## src/hdl/flfa_pkg.sv

```systemverilog
// Shared types and constants of the free-list fit allocator.
// No dependencies; imported by flfa_table and free_list_fit_allocator_unit.
package flfa_pkg;

  localparam int TABLE_ENTRIES = 16;
  localparam int ADDR_BITS     = 32;
  localparam int SIZE_BITS     = 32;
  localparam int IDX_W         = $clog2(TABLE_ENTRIES);
  localparam int CNT_W         = $clog2(TABLE_ENTRIES + 1);

  typedef enum logic [1:0] {
    POL_FIRST = 2'd0,
    POL_BEST  = 2'd1,
    POL_WORST = 2'd2,
    POL_NEXT  = 2'd3
  } fit_policy_e;

  typedef enum logic [1:0] {
    ST_OK   = 2'd0,
    ST_OOM  = 2'd1,
    ST_FULL = 2'd2
  } status_e;

  localparam logic CMD_APPEND = 1'b0;
  localparam logic CMD_ALLOC  = 1'b1;

  typedef struct packed {
    logic [ADDR_BITS-1:0] start;
    logic [SIZE_BITS-1:0] size;
  } entry_t;

  typedef struct packed {
    logic             en;
    logic [IDX_W-1:0] addr;
    entry_t           data;
  } tbl_wr_t;

  typedef struct packed {
    logic             en;
    logic [IDX_W-1:0] addr;
  } tbl_rd_t;

endpackage

```

## src/hdl/free_list_fit_allocator_unit.sv

```systemverilog
// Free-list fit allocator top level: sequencer, shared compare/arith path, result register.
// Depends on flfa_pkg and flfa_table.
//
//  channel   | ports                                   | handshake
//  ----------+-----------------------------------------+------------------------------
//  request   | cmd_i, block_start_i, amount_i          | start high, busy low at edge
//  result    | status_o, granted_address_o             | result_valid_o, one cycle
//  config    | fit_policy_i                            | fit_policy_we_i at edge
//
// An append, or an allocate on an empty table, answers in the cycle after the request
// and leaves busy low. An allocate scans the table through the single registered read
// port, one entry a cycle, then an update state answers a grant; a miss answers at the
// end of the scan. An exact fit then moves the later entries up, one a cycle through the
// same port, busy held until done. Reset empties the table at once; the receiver cannot
// stall results.
module free_list_fit_allocator_unit
  import flfa_pkg::*;
(
  input  logic                 clk_i,
  input  logic                 rst_ni,
  input  logic                 start,
  output logic                 busy,
  input  logic                 cmd_i,
  input  logic [ADDR_BITS-1:0] block_start_i,
  input  logic [SIZE_BITS-1:0] amount_i,
  input  logic                 fit_policy_we_i,
  input  logic [1:0]           fit_policy_i,
  output logic                 result_valid_o,
  output logic [1:0]           status_o,
  output logic [ADDR_BITS-1:0] granted_address_o
);

  typedef enum logic [1:0] {
    S_IDLE,
    S_SCAN,
    S_UPD,
    S_SHIFT
  } state_e;

  state_e               state_q;
  fit_policy_e          policy_q;
  logic [CNT_W-1:0]     cnt_q;
  logic [IDX_W-1:0]     nfp_q;
  logic [SIZE_BITS-1:0] want_q;
  logic [CNT_W-1:0]     scan_k_q;
  logic [IDX_W-1:0]     iss_idx_q;
  logic                 chk_vld_q;
  logic [IDX_W-1:0]     chk_idx_q;
  logic                 sel_vld_q;
  logic [IDX_W-1:0]     sel_idx_q;
  entry_t               sel_q;
  logic [CNT_W-1:0]     sh_rd_q;
  logic                 sh_wr_vld_q;
  logic [IDX_W-1:0]     sh_wr_addr_q;
  logic                 res_vld_q;
  status_e              status_q;
  logic [ADDR_BITS-1:0] grant_q;

  tbl_wr_t              tbl_wr;
  tbl_rd_t              tbl_rd;
  entry_t               rd_data;

  logic                 accept;
  logic                 full;
  logic                 issue;
  logic                 fits;
  logic                 better;
  logic                 exact;
  logic                 sh_rd;
  logic [IDX_W-1:0]     scan_start;
  logic [IDX_W-1:0]     iss_idx_nxt;

  flfa_table u_table (
    .clk_i     (clk_i),
    .wr_i      (tbl_wr),
    .rd_i      (tbl_rd),
    .rd_data_o (rd_data)
  );

  assign busy        = (state_q != S_IDLE);
  assign accept      = start && !busy;
  assign full        = (cnt_q == CNT_W'(TABLE_ENTRIES));
  assign issue       = (state_q == S_SCAN) && (scan_k_q < cnt_q);
  assign sh_rd       = (state_q == S_SHIFT) && (sh_rd_q < cnt_q);
  assign fits        = (rd_data.size >= want_q);
  assign better      = (policy_q == POL_BEST) ? (rd_data.size < sel_q.size)
                                              : (rd_data.size > sel_q.size);
  assign exact       = (sel_q.size == want_q);
  assign scan_start  = ((policy_q == POL_NEXT) && ({1'b0, nfp_q} < cnt_q)) ? nfp_q : '0;
  assign iss_idx_nxt = (({1'b0, iss_idx_q} + CNT_W'(1)) == cnt_q) ? '0
                                                                  : iss_idx_q + IDX_W'(1);

  always_comb begin
    tbl_wr      = '0;
    tbl_rd      = '0;
    case (state_q)
      S_IDLE: begin
        tbl_wr.en   = accept && (cmd_i == CMD_APPEND) && !full;
        tbl_wr.addr = cnt_q[IDX_W-1:0];
        tbl_wr.data = '{start: block_start_i, size: amount_i};
      end
      S_SCAN: begin
        tbl_rd.en   = issue;
        tbl_rd.addr = iss_idx_q;
      end
      S_UPD: begin
        tbl_wr.en   = !exact;
        tbl_wr.addr = sel_idx_q;
        tbl_wr.data = '{start: sel_q.start + ADDR_BITS'(want_q),
                        size:  sel_q.size - want_q};
      end
      S_SHIFT: begin
        tbl_rd.en   = sh_rd;
        tbl_rd.addr = sh_rd_q[IDX_W-1:0];
        tbl_wr.en   = sh_wr_vld_q;
        tbl_wr.addr = sh_wr_addr_q;
        tbl_wr.data = rd_data;
      end
      default: begin
        tbl_wr = '0;
        tbl_rd = '0;
      end
    endcase
  end

  always_ff @(posedge clk_i or negedge rst_ni) begin
    if (!rst_ni) begin
      state_q      <= S_IDLE;
      policy_q     <= POL_FIRST;
      cnt_q        <= '0;
      nfp_q        <= '0;
      want_q       <= '0;
      scan_k_q     <= '0;
      iss_idx_q    <= '0;
      chk_vld_q    <= 1'b0;
      chk_idx_q    <= '0;
      sel_vld_q    <= 1'b0;
      sel_idx_q    <= '0;
      sel_q        <= '0;
      sh_rd_q      <= '0;
      sh_wr_vld_q  <= 1'b0;
      sh_wr_addr_q <= '0;
      res_vld_q    <= 1'b0;
      status_q     <= ST_OK;
      grant_q      <= '0;
    end else begin
      res_vld_q <= 1'b0;
      if (fit_policy_we_i) begin
        policy_q <= fit_policy_e'(fit_policy_i);
      end
      case (state_q)
        S_IDLE: begin
          if (accept) begin
            grant_q <= '0;
            if (cmd_i == CMD_APPEND) begin
              res_vld_q <= 1'b1;
              if (full) begin
                status_q <= ST_FULL;
              end else begin
                status_q <= ST_OK;
                cnt_q    <= cnt_q + CNT_W'(1);
              end
            end else if (cnt_q == '0) begin
              res_vld_q <= 1'b1;
              status_q  <= ST_OOM;
            end else begin
              state_q   <= S_SCAN;
              want_q    <= amount_i;
              scan_k_q  <= '0;
              iss_idx_q <= scan_start;
              chk_vld_q <= 1'b0;
              sel_vld_q <= 1'b0;
            end
          end
        end
        S_SCAN: begin
          chk_vld_q <= issue;
          chk_idx_q <= iss_idx_q;
          if (issue) begin
            scan_k_q  <= scan_k_q + CNT_W'(1);
            iss_idx_q <= iss_idx_nxt;
          end
          if (chk_vld_q && fits &&
              ((policy_q == POL_FIRST) || (policy_q == POL_NEXT))) begin
            sel_idx_q <= chk_idx_q;
            sel_q     <= rd_data;
            sel_vld_q <= 1'b1;
            state_q   <= S_UPD;
          end else if (chk_vld_q && fits && (!sel_vld_q || better)) begin
            sel_idx_q <= chk_idx_q;
            sel_q     <= rd_data;
            sel_vld_q <= 1'b1;
          end else if (!issue && !chk_vld_q) begin
            if (sel_vld_q) begin
              state_q <= S_UPD;
            end else begin
              res_vld_q <= 1'b1;
              status_q  <= ST_OOM;
              grant_q   <= '0;
              state_q   <= S_IDLE;
            end
          end
        end
        S_UPD: begin
          res_vld_q <= 1'b1;
          status_q  <= ST_OK;
          grant_q   <= sel_q.start;
          if (policy_q == POL_NEXT) begin
            nfp_q <= sel_idx_q;
          end
          if (exact) begin
            state_q     <= S_SHIFT;
            sh_rd_q     <= {1'b0, sel_idx_q} + CNT_W'(1);
            sh_wr_vld_q <= 1'b0;
          end else begin
            state_q <= S_IDLE;
          end
        end
        S_SHIFT: begin
          sh_wr_vld_q <= sh_rd;
          if (sh_rd) begin
            sh_rd_q      <= sh_rd_q + CNT_W'(1);
            sh_wr_addr_q <= sh_rd_q[IDX_W-1:0] - IDX_W'(1);
          end else if (!sh_wr_vld_q) begin
            cnt_q   <= cnt_q - CNT_W'(1);
            nfp_q   <= '0;
            state_q <= S_IDLE;
          end
        end
        default: begin
          state_q <= S_IDLE;
        end
      endcase
    end
  end

  assign result_valid_o    = res_vld_q;
  assign status_o          = status_q;
  assign granted_address_o = grant_q;

`ifndef SYNTHESIS
  a_cnt_bound: assert property (@(posedge clk_i) disable iff (!rst_ni)
    cnt_q <= CNT_W'(TABLE_ENTRIES))
    else $error("entry count beyond table depth");

  a_cnt_step: assert property (@(posedge clk_i) disable iff (!rst_ni)
    ##1 (cnt_q == $past(cnt_q) || cnt_q == $past(cnt_q) + CNT_W'(1) ||
         cnt_q == $past(cnt_q) - CNT_W'(1)))
    else $error("entry count moved by more than one");

  a_fail_no_grant: assert property (@(posedge clk_i) disable iff (!rst_ni)
    (res_vld_q && status_q != ST_OK) |-> (grant_q == '0))
    else $error("address granted on a failed request");

  a_scan_in_range: assert property (@(posedge clk_i) disable iff (!rst_ni)
    issue |-> ({1'b0, iss_idx_q} < cnt_q))
    else $error("scan read beyond filled entries");

  a_alloc_busy: assert property (@(posedge clk_i) disable iff (!rst_ni)
    (accept && cmd_i == CMD_ALLOC && cnt_q != '0) |=> busy)
    else $error("allocate request did not start a scan");
`endif

endmodule

```

## src/hdl/flfa_table.sv

```systemverilog
// Free block table: start and size per entry, one write and one registered read port.
// Depends on flfa_pkg.
module flfa_table
  import flfa_pkg::*;
(
  input  logic    clk_i,
  input  tbl_wr_t wr_i,
  input  tbl_rd_t rd_i,
  output entry_t  rd_data_o
);

  entry_t mem_q [TABLE_ENTRIES];
  entry_t rd_data_q;

  always_ff @(posedge clk_i) begin
    if (wr_i.en) begin
      mem_q[wr_i.addr] <= wr_i.data;
    end
  end

  always_ff @(posedge clk_i) begin
    if (rd_i.en) begin
      rd_data_q <= mem_q[rd_i.addr];
    end
  end

  assign rd_data_o = rd_data_q;

endmodule
```

## config.mk

```make
export PLATFORM = sky130hd
export DESIGN_NAME = free_list_fit_allocator_unit
export DESIGN_NICKNAME = d
export VERILOG_FILES = /design/src/hdl/flfa_pkg.sv /design/src/hdl/free_list_fit_allocator_unit.sv /design/src/hdl/flfa_table.sv
export SDC_FILE = /design/constraint.sdc
export NUM_CORES = 2
export LEC_CHECK = 0
export BUFFER_PORTS_ARGS = -buffer_cell sky130_fd_sc_hd__buf_4
export CORE_UTILIZATION = 45
export DETAILED_ROUTE_END_ITERATION = 8
export PLACE_DENSITY_LB_ADDON = 0.2
export REMOVE_ABC_BUFFERS = 1
export SLEW_MARGIN = 20
export SYNTH_ARGS = -nofsm -noshare
export SYNTH_HDL_FRONTEND = slang
export SYNTH_SLANG_ARGS = --single-unit
export TNS_END_PERCENT = 30
```

## constraint.sdc

```tcl
create_clock -name clk_i -period 4.65 [get_ports clk_i]
set_clock_uncertainty 0.05 [all_clocks]
set_input_delay 0.6975 -clock clk_i [delete_from_list [all_inputs] [get_ports clk_i]]
set_output_delay 0.6975 -clock clk_i [all_outputs]
set_load 0.03 [all_outputs]
```

Yosys cells after proc, flatten, opt, wreduce, memory -nomap -nowiden
Memories as Yosys holds them, arrays and structs flattened. A register that Yosys moved wholly into a read port is not among the register bits.
Index checks and enable logic that the tools add are counted.
- bitwise gates (word level): 2
- equality and inequality tests: 27
- add/sub/neg operators: 10
- magnitude comparators: 6
- mux-type cells: 77
- reductions and logical operators: 40
- operators by type and width (kind ; number):
    69-bit one-hot mux with 3 select lines ; 1
    32-bit 2-to-1 mux ; 5
    64-bit 2-to-1 mux ; 2
    32-bit one-hot mux with 3 select lines ; 1
    5-bit 2-to-1 mux ; 11
    4-bit 2-to-1 mux ; 11
    5-bit one-hot mux with 2 select lines ; 4
    2-bit 2-to-1 mux ; 18
    32-bit adder ; 1
    32-bit == test ; 1
    32-bit greater-or-equal comparator ; 1
    32-bit > comparator ; 1
    32-bit < comparator ; 1
    32-bit subtractor ; 1
    2-bit != test (second input constant) ; 14
    1-bit 2-to-1 mux ; 16
    4-bit one-hot mux with 2 select lines ; 2
    5-bit by 1-bit adder with 5-bit output (second input constant) ; 3
    7-bit AND reduction ; 2
    4-bit AND reduction ; 3
    6-bit AND reduction ; 2
    4-bit by 1-bit adder with 5-bit output (second input constant) ; 2
    1-bit logical AND ; 10
    5-bit < comparator ; 2
    other kinds (25) ; 47
- input port bits: 71
- word-level logic and storage cells: 182
- register bits after elaboration: 173
- memories kept: 1
- memory bits (writable): 1024
- memory list (name ; words ; width ; rd ports ; clocked after memory_dff ; write ports ; line ; text):
    u_table.mem_q ; 16 ; 64 ; 1 ; 1 ; 1 ; flfa_table.sv:12 ; entry_t mem_q [TABLE_ENTRIES];

Longest topological paths before layout
- depth after elaboration: 8
- gate-level depth with buffers: 14
- gate-level depth less buffers: 13

Cells and area by module
Synthesis repeated with hierarchy kept, for this count alone.
- cell total of the unflattened synthesis: 3095
- area, all modules: 53520.1 um2
- by module, submodules not included (module ; area an instance (um2) ; seq. area each (um2) ; times used ; cells each):
    flfa_table ; 40222.3 ; 32671.3 ; 1 ; 1647
    free_list_fit_allocator_unit ; 13297.8 ; 4329.2 ; 1 ; 1448

Worst setup path after synthesis
Ideal clock, no wire load.
- kind: register to register
- from: reg want_q[27]
- to: mem u_table.mem_q[1][0] (netlist bit), enable pin
- stages on the path, launching flop included: 12
- period minus slack after synthesis: 5.055 ns
- arrival: 4.519 ns
- data required time: 4.113 ns
- setup time: 0.487 ns
- buffers on the path: 0
- slack: -0.405 ns
- cells stage by stage: dfrtp_1 inv_1 ha_1 and2_1 and3_1 nand2_1 or4_1 nand2_1 a31oi_1 nor2b_1 nand2_1 nor2_1
- longest elaborated chain between the ends: 5
- RTL lines (what ; line ; text):
    start, declared ; free_list_fit_allocator_unit.sv:44 ; logic [SIZE_BITS-1:0] want_q;
    start signal, assigned ; free_list_fit_allocator_unit.sv:168 ; want_q <= amount_i;
    32-bit == test ; free_list_fit_allocator_unit.sv:88 ; assign exact = (sel_q.size == want_q);
    1-bit zero test ; free_list_fit_allocator_unit.sv:107 ; tbl_wr.en = !exact;
    69-bit one-hot mux with 3 select lines ; free_list_fit_allocator_unit.sv:96 ; case (state_q)
    1-bit 2-to-1 mux ; flfa_table.sv:16 ; if (wr_i.en) begin
    1-bit 2-to-1 mux (implied by the code) ; flfa_table.sv:17 ; mem_q[wr_i.addr] <= wr_i.data;
    end, declared ; flfa_table.sv:12 ;
Every way passes these cells.

==> results_dict.tcl <==
set metrics [dict create \
    rows 127 \
    antenna_found_initial 2 \
    area_growth_pct 13.49 \
    gp_congestion 0.9498 \
    fp.dieW_um 349.4 \
    finalSetupViolCount 0 \
    ys_warn_count 0 \
    num-fill-cells 9752 \
    synth_most_common_cell "edfxtp_1" \
    synth_top_area_share_pct 60.17 \
    hold_buffers 0 \
    post-route-min-period_ns 4.415 \
    synth-main-ff-cell "edfxtp_1" \
    first_pass_iters 9 \
    synth_edf_count 1088 \
    slew_violations 0 \
    power.leakage_nw 21.97 \
    multiInputGateArea_um2 16470 \
    grt_pass1_wl_mm 214.5 \
    cap_viol_max_count 0 \
    ios 107 \
    synth.area.top_cells "edfxtp_1, mux4_2, dfrtp_1" \
    vias 31190 \
    wl_per_cell_um 28.60 \
    whs_ns 0.05405 \
    finalHoldViolations 0 \
    numCtsBuffers 130 \
    die-area_um2 122000 \
    synth_area_um2 54290 \
    relSlewSlack_pct 25.33 \
    cp-end-kind "flip-flop" \
    clk_latency_ns 0.74 \
    cp_max_fo 16 \
    grt_usage_pct 24.17 \
    start_kind "flip-flop" \
    initialDrtViolationCount 3335 \
    place_hpwl_mm 84.49 \
    ys_seq_area_share_pct 68.15 \
    wirelength_mm 146.4 \
    nets 3633 \
    drc 0 \
    ys_top_cells_by_count "edfxtp_1, nand2_1, mux4_2" \
    final_core_util_pct 51.43 \
    required_ns 4.97 \
    rsz0062_at_grt "no" \
    fmax_mhz 226.5 \
    post_cts_buffers 0 \
    min_path_type "input pin to asynchronous set/reset pin" \
    initial_core_util_pct 45.32 \
    core_area_um2 119800 \
    critPathArrivalTime_ns 4.73 \
    min_period_over_period_pct 94.95 \
    criticalPathCategory "flip-flop to flip-flop" \
    irDropWorstVdd_mv 0.4741 \
    dpl_cell_area_um2 57610 \
    diodes 0 \
    status "finished clean" \
    die_h_um 349.4 \
    port-buffer-count 106 \
    cts_tree "built" \
    overflow 0 \
    cts_sinks 1261 \
    drive_gt1_share_pct 22.23 \
    ctsLongestPathBuffers 3 \
    viasPerCell 6.093 \
    ant_nets 0 \
    syn_avg_cell_area_um2 16.63 \
    fin_area_um2 61620 \
    power_density_nw_per_um2 796.7 \
    async_flop_share_pct 13.72 \
    synthCells 3264 \
    ctsRootBufferMaster "clkbuf_16" \
    grt_pass1_vias 31620 \
    cts_htree_levels 4 \
    clk_pin_slew_ns 0.06 \
    ys_ff_latch 1261 \
    r2r_slack_ns 0.23 \
    regArea_um2 37000 \
    synth_top_cell_by_area "edfxtp_1" \
    grt_max_degree 103 \
    worstMarginPinSlew_ns 1.115 \
    cts_resized 0 \
    place_inst 4889 \
    synthDistinctLibCells 78 \
    final_cells 5120 \
]
per-layer routing:
layer  vias to the layer above  GRT usage, %  share of wire [%]
met3                       209         3.971                7.3
met5                         -             0             0.0082
met1                     16430         33.19                 41
met2                      1270         39.56                 49
li1                      13290             -                  -
met4                         2         7.564                2.6
kinds of logic (layout without fill, tap and decap cells):
family / count (synthesis) / count (layout) / share of synthesized area (%)
flip-flops: 1261 / 1261 / 68.15
AO/OA/AOI/OAI: 541 / 541 / 6.983
buffers and inverters: 272 / 516 / 2.053
XOR/XNOR: 66 / 66 / 1.065
multiplexers: 370 / 370 / 13.10
AND/OR/NAND/NOR: 601 / 601 / 5.084
adder cells (fa/ha/maj): 153 / 153 / 3.567
through the flow:
stage / worst slack [ns] / TNS (ns) / power (mW)
after CTS: 0.2487 / 0 / 49.12
after global placement: 0.4616 / 0 / 38.65
after detailed placement: 0.2919 / 0 / 39.21
final: 0.2350 / 0 / 49.09
after global routing: 0.09211 / 0 / 51.49
after floorplan: -21.44 / -3092.15 / 30.88
worst max-delay path, cell delays in order (launching register included):
cell and delay [ns]:
dfrtp_1 0.40, ha_1 0.38, o21ai_0 0.14, o21ai_0 0.34, nand2_1 0.15, o21ai_1 0.48
a211oi_1 0.20, a211oi_1 0.65, xor2_1 0.28, a222oi_1 0.10, nor2_1 0.87
cells in the final DEF, fill, tap and decap left out, drive strengths merged, types with 10 or more instances in the layout:
master,n
dfrtp,173
xor2,25
o21a,13
a211oi,80
o22ai,11
nand3,63
nor2,106
a21oi,98
o21bai,13
a22oi,19
edfxtp,1088
clkinv,39
a21o,59
buf,183
nand2b,12
nand4,23
ha,150
nand2,271
a31oi,74
and3,10
a222oi,51
mux2,108
mux4,256
and2,68
o21ai,60
xnor2,41
inv,109
clkbuf,177
flip-flops by register name (all words and copies together) (netlist names), 2 cells and up:
register           cells
chk_idx_q              4
cnt_q                  5
granted_address_o     32
iss_idx_q              4
nfp_q                  4
policy_q               2
scan_k_q               5
sel_idx_q              4
sel_q                 64
sh_rd_q                5
sh_wr_addr_q           4
state_q                2
status_o               2
u_table.mem_q       1024
u_table.rd_data_o     64
want_q                32
layout make-up:
cell class	instances	share of cell area, %
inverters	101	0.6153
clock buffers	176	5.728
well taps	1612	3.273
multi-input cells	1731	26.73
repair buffers	184	2.922
clock inverters	55	0.6843
flip-flops and latches	1261	60.05
report_power, final:
part / switching, mW / internal [mW]
registers: 1.42 / 17.3
logic: 12.9 / 7.66
clock network: 4.35 / 5.48
path summary, 6_finish.rpt:
path,from,end,depth (start not counted)
setup / recovery,want_q[2]$_DFFE_PN0P_,u_table.mem_q[7][59]$_DFFE_PP_,10
hold / removal,rst_ni,cnt_q[0]$_DFFE_PN0P_,1
hold reg to reg,granted_address_o[4]$_DFFE_PN0P_,granted_address_o[4]$_DFFE_PN0P_,2
max in group asynchronous,rst_ni,granted_address_o[9]$_DFFE_PN0P_,2
min in group clk_i,fit_policy_we_i,policy_q[1]$_DFFE_PN0P_,2
setup reg to reg,want_q[2]$_DFFE_PN0P_,u_table.mem_q[7][59]$_DFFE_PP_,10
Power figures use the tool's default switching activity.
